File: config.mk
export PLATFORM = sky130hd
export DESIGN_NAME = serial_packet_deframer_checksum
export DESIGN_NICKNAME = d
export VERILOG_FILES = /design/src/rtl/spdc_pkg.sv /design/src/rtl/serial_packet_deframer_checksum.sv /design/src/rtl/spdc_cfg_regs.sv /design/src/rtl/spdc_core.sv
export SDC_FILE = /design/constraint.sdc
export NUM_CORES = 1
export LEC_CHECK = 0
export ABC_AREA = 1
export CAP_MARGIN = 30
export CELL_PAD_IN_SITES_DETAIL_PLACEMENT = 0
export CELL_PAD_IN_SITES_GLOBAL_PLACEMENT = 1
export CORE_MARGIN = 2
export CORE_UTILIZATION = 48
export DETAILED_ROUTE_END_ITERATION = 8
export DONT_BUFFER_PORTS = 1
export PLACE_DENSITY = 0.87
export SLEW_MARGIN = 20
export SYNTH_ARGS = -nofsm -noshare
export SYNTH_HDL_FRONTEND = slang
export SYNTH_SLANG_ARGS = --single-unit
File: constraint.sdc
create_clock -name clk -period 2.9 [get_ports clk]
set_input_delay 0.29 -clock clk [delete_from_list [all_inputs] [get_ports clk]]
set_output_delay 0.29 -clock clk [all_outputs]
set_load 0.01 [all_outputs]
File: src/rtl/spdc_pkg.sv
package spdc_pkg;

	// Parser phase, one-hot
	typedef enum logic [6:0] {
		PH_RX_ID  = 7'b0000001,
		PH_SND_ID = 7'b0000010,
		PH_TARGET = 7'b0000100,
		PH_PTYPE  = 7'b0001000,
		PH_LENGTH = 7'b0010000,
		PH_PAYLD  = 7'b0100000,
		PH_CSUM   = 7'b1000000
	} phase_t;

	typedef enum logic [2:0] {
		EV_SKIP     = 3'd0,
		EV_HEADER   = 3'd1,
		EV_PAYLOAD  = 3'd2,
		EV_GOOD     = 3'd3,
		EV_CSUM_BAD = 3'd4,
		EV_REJECT   = 3'd5,
		EV_OVERFLOW = 3'd6
	} event_t;

	typedef enum logic [1:0] {
		REG_OWN_ID    = 2'd0,
		REG_UI_ID     = 2'd1,
		REG_DRIVER_ID = 2'd2,
		REG_BCAST_ID  = 2'd3
	} reg_idx_t;

	localparam logic [7:0] TARGET_ONE = 8'd1;
	localparam logic [8:0] COUNT_TOP  = 9'd511;

	typedef struct packed {
		logic [7:0] own_id;
		logic [7:0] ui_sender_id;
		logic [7:0] driver_sender_id;
		logic [7:0] broadcast_id;
	} cfg_t;

	typedef struct packed {
		event_t     ev;
		logic [7:0] payload_byte;
		logic [7:0] payload_index;
		logic [7:0] packet_type;
		logic [7:0] payload_length;
		logic [7:0] sender_id;
	} result_t;

endpackage

File: src/rtl/serial_packet_deframer_checksum.sv
// Packet deframer for a received byte stream with an 8-bit two's-complement checksum.
// Input stream (s_*): one received byte per transfer in s_tdata[7:0].
// Output stream (m_*): exactly one result per input byte, in order.
//   m_tuser carries the event code, m_tdata the payload byte, its index and
//   the held type, length and sender of the current packet.
// Config port: cfg_we with cfg_index/cfg_wdata writes one id register per
//   clock; write only while the block is idle.
// Output: each result is registered and appears on m_* in the cycle after its byte's transfer.
// Throughput: one byte per cycle while the output is not stalled; the parser
//   state updates as each byte is taken, so bytes may come back to back.
// Stall: the output register holds its result while m_tready is low; a new
//   byte is still taken in the cycle that the held result leaves
//   (s_tready = !m_tvalid || m_tready).
// Reset (arst_n low): parser hunts for the receiver id, counters and held
//   fields clear, id registers return to their defaults, output is empty.
module serial_packet_deframer_checksum
	import spdc_pkg::*;
#(
	parameter int MAX_PAYLOAD = 248,
	parameter int MAX_PACKET  = 256
) (
	input  logic        clk,
	input  logic        arst_n,
	input  logic        s_tvalid,
	output logic        s_tready,
	input  logic [7:0]  s_tdata,   // rx_byte
	output logic        m_tvalid,
	input  logic        m_tready,
	// payload_byte, payload_index, packet_type, payload_length, sender_id
	output logic [39:0] m_tdata,
	output logic [2:0]  m_tuser,   // event_res
	input  logic        cfg_we,
	input  logic [1:0]  cfg_index,
	input  logic [7:0]  cfg_wdata
);

	cfg_t    cfg;
	result_t res;
	result_t res_q;
	logic    out_valid_q;
	logic    take;

	assign s_tready = !out_valid_q || m_tready;
	assign take     = s_tvalid && s_tready;

	spdc_cfg_regs u_cfg (
		.clk       (clk),
		.arst_n    (arst_n),
		.cfg_we    (cfg_we),
		.cfg_index (reg_idx_t'(cfg_index)),
		.cfg_wdata (cfg_wdata),
		.cfg       (cfg)
	);

	spdc_core #(
		.MAX_PAYLOAD (MAX_PAYLOAD),
		.MAX_PACKET  (MAX_PACKET)
	) u_core (
		.clk     (clk),
		.arst_n  (arst_n),
		.take    (take),
		.rx_byte (s_tdata),
		.cfg     (cfg),
		.res     (res)
	);

	// result register
	always_ff @(posedge clk or negedge arst_n) begin
		if (!arst_n) begin
			out_valid_q <= 1'b0;
		end else if (take) begin
			out_valid_q <= 1'b1;
		end else if (m_tready) begin
			out_valid_q <= 1'b0;
		end
	end

	always_ff @(posedge clk) begin
		if (take)
			res_q <= res;
	end

	assign m_tvalid = out_valid_q;
	assign m_tuser  = res_q.ev;
	assign m_tdata  = {res_q.sender_id, res_q.payload_length, res_q.packet_type,
	                   res_q.payload_index, res_q.payload_byte};

endmodule

File: src/rtl/spdc_cfg_regs.sv
module spdc_cfg_regs
	import spdc_pkg::*;
(
	input  logic       clk,
	input  logic       arst_n,
	input  logic       cfg_we,
	input  reg_idx_t   cfg_index,
	input  logic [7:0] cfg_wdata,
	output cfg_t       cfg
);

	cfg_t cfg_q;

	always_ff @(posedge clk or negedge arst_n) begin
		if (!arst_n) begin
			cfg_q.own_id           <= 8'd172;
			cfg_q.ui_sender_id     <= 8'd184;
			cfg_q.driver_sender_id <= 8'd183;
			cfg_q.broadcast_id     <= 8'd254;
		end else if (cfg_we) begin
			unique case (cfg_index)
				REG_OWN_ID:    cfg_q.own_id           <= cfg_wdata;
				REG_UI_ID:     cfg_q.ui_sender_id     <= cfg_wdata;
				REG_DRIVER_ID: cfg_q.driver_sender_id <= cfg_wdata;
				REG_BCAST_ID:  cfg_q.broadcast_id     <= cfg_wdata;
				default: ;
			endcase
		end
	end

	assign cfg = cfg_q;

endmodule

File: src/rtl/spdc_core.sv
module spdc_core
	import spdc_pkg::*;
#(
	parameter int MAX_PAYLOAD = 248,
	parameter int MAX_PACKET  = 256
) (
	input  logic       clk,
	input  logic       arst_n,
	input  logic       take,
	input  logic [7:0] rx_byte,
	input  cfg_t       cfg,
	output result_t    res
);

	localparam logic [8:0] MaxPayload = 9'(MAX_PAYLOAD);
	localparam logic [8:0] MaxPacket  = 9'(MAX_PACKET);

	phase_t     phase_q, phase_d;
	logic [7:0] sum_q, sum_d;
	logic [7:0] pay_cnt_q, pay_cnt_d;
	logic [7:0] len_q, len_d;
	logic [8:0] pkt_cnt_q, pkt_cnt_d;
	logic [7:0] ptype_q, ptype_d;
	logic [7:0] sender_q, sender_d;

	logic [7:0] sum_add;
	logic [8:0] pkt_inc;
	logic [8:0] pay_next;

	assign sum_add  = sum_q + rx_byte;
	assign pkt_inc  = (pkt_cnt_q < COUNT_TOP) ? pkt_cnt_q + 9'd1 : pkt_cnt_q;
	assign pay_next = {1'b0, pay_cnt_q} + 9'd1;

	always_comb begin
		phase_d   = phase_q;
		sum_d     = sum_q;
		pay_cnt_d = pay_cnt_q;
		len_d     = len_q;
		pkt_cnt_d = pkt_cnt_q;
		ptype_d   = ptype_q;
		sender_d  = sender_q;
		res.ev            = EV_SKIP;
		res.payload_byte  = 8'd0;
		res.payload_index = 8'd0;

		if (pkt_cnt_q >= MaxPacket) begin
			phase_d   = PH_RX_ID;
			pkt_cnt_d = 9'd0;
			res.ev    = EV_OVERFLOW;
		end else begin
			unique case (phase_q)
				PH_RX_ID: begin
					if (rx_byte == cfg.own_id) begin
						sum_d     = rx_byte;
						pkt_cnt_d = 9'd1;
						phase_d   = PH_SND_ID;
						res.ev    = EV_HEADER;
					end else begin
						pkt_cnt_d = 9'd0;
					end
				end
				PH_SND_ID: begin
					if (rx_byte == cfg.ui_sender_id || rx_byte == cfg.driver_sender_id) begin
						sum_d     = sum_add;
						pkt_cnt_d = pkt_inc;
						sender_d  = rx_byte;
						phase_d   = PH_TARGET;
						res.ev    = EV_HEADER;
					end else begin
						phase_d   = PH_RX_ID;
						pkt_cnt_d = 9'd0;
						res.ev    = EV_REJECT;
					end
				end
				PH_TARGET: begin
					if (rx_byte == TARGET_ONE || rx_byte == cfg.broadcast_id) begin
						sum_d     = sum_add;
						pkt_cnt_d = pkt_inc;
						phase_d   = PH_PTYPE;
						res.ev    = EV_HEADER;
					end else begin
						phase_d   = PH_RX_ID;
						pkt_cnt_d = 9'd0;
						res.ev    = EV_REJECT;
					end
				end
				PH_PTYPE: begin
					sum_d     = sum_add;
					pkt_cnt_d = pkt_inc;
					ptype_d   = rx_byte;
					phase_d   = PH_LENGTH;
					res.ev    = EV_HEADER;
				end
				PH_LENGTH: begin
					sum_d     = sum_add;
					pkt_cnt_d = pkt_inc;
					len_d     = rx_byte;
					pay_cnt_d = 8'd0;
					// zero length goes straight to the checksum
					phase_d   = (rx_byte == 8'd0) ? PH_CSUM : PH_PAYLD;
					res.ev    = EV_HEADER;
				end
				PH_PAYLD: begin
					sum_d     = sum_add;
					pkt_cnt_d = pkt_inc;
					pay_cnt_d = pay_next[7:0];
					if (pay_next >= MaxPayload) begin
						phase_d = PH_RX_ID;
						res.ev  = EV_OVERFLOW;
					end else begin
						if (pay_next >= {1'b0, len_q})
							phase_d = PH_CSUM;
						res.ev            = EV_PAYLOAD;
						res.payload_byte  = rx_byte;
						res.payload_index = pay_cnt_q;
					end
				end
				PH_CSUM: begin
					sum_d     = sum_add;
					pkt_cnt_d = 9'd0;
					phase_d   = PH_RX_ID;
					res.ev    = (sum_add == 8'd0) ? EV_GOOD : EV_CSUM_BAD;
				end
				default: begin
					phase_d = PH_RX_ID;
				end
			endcase
		end

		res.packet_type    = ptype_d;
		res.payload_length = len_d;
		res.sender_id      = sender_d;
	end

	always_ff @(posedge clk or negedge arst_n) begin
		if (!arst_n) begin
			phase_q   <= PH_RX_ID;
			sum_q     <= 8'd0;
			pay_cnt_q <= 8'd0;
			len_q     <= 8'd0;
			pkt_cnt_q <= 9'd0;
			ptype_q   <= 8'd0;
			sender_q  <= 8'd0;
		end else if (take) begin
			phase_q   <= phase_d;
			sum_q     <= sum_d;
			pay_cnt_q <= pay_cnt_d;
			len_q     <= len_d;
			pkt_cnt_q <= pkt_cnt_d;
			ptype_q   <= ptype_d;
			sender_q  <= sender_d;
		end
	end

endmodule

==> impl_metrics.tcl <==
set metrics [dict create \
    outcome "complete, no violations" \
    firstDrtPassIters 5 \
    required_ns 3.26 \
    postCtsSetupBuffers 0 \
    cp.arrival_ns 2.73 \
    drive_gt1_share_pct 14.0 \
    place_ws_ns 0.584 \
    yosysWarningCount 0 \
    die_h_um 128 \
    fin_crit_sh_pct 81.6 \
    hold_viol 0 \
    track_usage_pct 21.7 \
    hold_path.class "input port to flip-flop" \
    ys_seq_elements 132 \
    grt_max_degree 90 \
    routed_via_density 5.22 \
    syn_nets 919 \
    cts_tree "done" \
    crit_path_max_incr_delay_ns 0.45 \
    dpl.hpwl_mm 11.3 \
    period_needed_ns 2.37 \
    insertedDiodeCount 0 \
    synth.avg_cell_area_um2 8.37 \
    core_region_area_um2 15100 \
    crit_path_frequent_cell "nand2_1" \
    first_iter_violations 392 \
    syn_to_final_growth_pct 10.8 \
    setup_ws_ns 0.532 \
    antenna_found_initial 0 \
    wl_mm 16.4 \
    gr-total-overflow 0 \
    rsz0062_at_grt "no" \
    vias 5630 \
    cts_htree_levels 4 \
    synth_area_um2 7330 \
    fillCellCount 1406 \
    grt_pass1_wl_mm 27.5 \
    start_kind "flip-flop" \
    die_area_um2 16300 \
    critPathSlowestCell "dfrtp_1" \
    insertion_delay_ns 0.42 \
    ir_drop_mv 0.528 \
    tightest_slew_ns 0.666 \
    fin_tns_setup_ns 0 \
    cap_viol_max_count 0 \
    portBuffers 0 \
    relSlewSlack_pct 55.4 \
    antenna_left 0 \
    critPathKind "flip-flop to flip-flop" \
    grt_pass1_vias 5410 \
    post_cts_resized 0 \
    leakagePower_nw 3.78 \
    synthCells 876 \
    avgRoutedWirePerCell_um 15.2 \
    path_clk_slew_ns 0.06 \
    final_max_slew_viol_count 0 \
    crit_chain "ha_1 > nand2_1 > inv_1 > nor2_1 > ha_1 > nand3_1 > nand3_1 > nand2_1 > nand2_1 > nand2_1 > a21boi_0 > inv_1 > nand2_2 > nand3_1 > nand2_1" \
    clock.fmax_ghz 0.422 \
    clkSinkCount 132 \
    synth_edf_count 43 \
    worst_clock_skew_ns 0.00927 \
    ys_seq_area_share_pct 48.3 \
    dieWidth_um 128 \
    postCtsHoldBufs 2 \
    root_buffer "clkbuf_16" \
    drcViolationCount 0 \
    start_util_pct 48.6 \
    cp-end-kind "flip-flop" \
    num_rows 45 \
    clockBufferDepth 2 \
    synth-async-reset-ratio_pct 67.4 \
    path_max_fanout 7 \
    setup_viol_count_final 0 \
    pin_count 68 \
    fin_nets 920 \
    powerDensity_nw_per_um2 768 \
    cts_buffers 17 \
    synth_ff_type "dfrtp_1" \
    place.gp.congestion 0.841 \
    synth_cell_types 42 \
]
[final timing paths]
kind	startpoint	end	slack, ns	depth (start not counted)
max	u_core.pay_cnt_q[0]	u_core.phase_q[6]	0.53	15
min	cfg_wdata[6]	u_cfg.cfg[6]	0.06	2
max reg2reg	u_core.pay_cnt_q[0]	u_core.phase_q[6]	0.53	15
min reg2reg	u_core.sum_q[6]	u_core.sum_q[6]	0.48	2
max in group asynchronous	arst_n	u_core.phase_q[0]	2.10	2
min in group asynchronous	arst_n	u_cfg.cfg[11]	0.44	2
[synthesized netlist by cell type, types with 10 or more instances]
cell type / instances / area, um2
nand2_1: 264 / 991
xnor2_1: 25 / 219
ha_1: 19 / 238
nand4_1: 14 / 87.6
nor2_1: 55 / 206
o21ai_2: 23 / 201
dfstp_2: 22 / 578
o21ai_0: 70 / 350
inv_1: 97 / 364
edfxtp_1: 43 / 1290
nand3_1: 81 / 405
dfrtp_1: 67 / 1680
a21oi_1: 10 / 50.1
[cells in the final DEF (no fill, tap or decap), types with 19 or more instances in the layout]
cell type,instances
nor2_1,55
xnor2_1,25
inv_1,97
nand3_1,81
dfstp_2,22
nand2_1,264
o21ai_0,70
o21ai_2,23
edfxtp_1,43
dfrtp_1,67
ha_1,19
[power breakdown]
part | switching (mW) | internal, mW
logic | 0.940 | 0.544
registers | 0.211 | 2.31
clock network | 0.802 | 1.43
total | 1.95 | 4.28
[critical path: cells and delay by family, from the launching register on]
kind | cells | cell delay, ns
DFF | 1 | 0.45
buffers and inverters | 2 | 0.19
AOI/OAI and AO/OA | 1 | 0.29
adders and majority gates | 2 | 0.60
and+or+nand+nor | 10 | 0.77
[final cells by class]
| type | instances | area, um2 | share of cell area, % |
|---|---|---|---|
| timing repair buffer | 9 | 103 | 1.26 |
| clock buffer | 18 | 429 | 5.28 |
| multi-input combinational | 613 | 3230 | 39.8 |
| inverter | 104 | 395 | 4.87 |
| tap | 188 | 235 | 2.89 |
| clock inverter | 14 | 184 | 2.26 |
| sequential | 132 | 3550 | 43.6 |
[layer usage]
metal	vias up	wire, um	global-route usage (%)
met2	147	7570	34.2
met5	-	0	0
li1	2836	-	-
met1	2619	7630	28.7
met4	0	382	9.11
met3	28	863	5.70
[sequential cells by signal, indices dropped and copies added, names as in the netlist]
name              cells
m_tdata              40
m_tuser               3
m_tvalid              1
u_cfg.cfg            32
u_core.len_q          8
u_core.pay_cnt_q      8
u_core.phase_q        7
u_core.pkt_cnt_q      9
u_core.ptype_q        8
u_core.sender_q       8
u_core.sum_q          8
[stage by stage]
step | total power [mW] | hold slack [ns] | area [um2] | utilization (%) | instances
after floorplan | 3.72 | -0.00559 | 7330 | - | 876
after global placement | 3.97 | -0.00153 | 7470 | 49.5 | 1044
after detailed placement | 4.00 | -0.00237 | 7470 | 49.5 | 1044
after CTS | 6.28 | 0.0423 | 8130 | 53.8 | 1078
after global routing | 6.61 | 0.0526 | 8130 | 53.8 | 1078
final | 6.24 | 0.0552 | 8130 | 53.8 | 1078
[kinds of logic (layout without fill, tap and decap cells)]
kind of cell | count (synthesis) | after routing | synth area share, %
flip-flops | 132 | 132 | 48.3
adder cells (fa/ha/maj) | 20 | 20 | 3.51
AO/OA/AOI/OAI | 114 | 114 | 9.28
XOR/XNOR | 31 | 31 | 3.70
AND/OR/NAND/NOR | 448 | 448 | 27.6
buffers and inverters | 131 | 145 | 7.57
(Power assumes the default switching activity.)
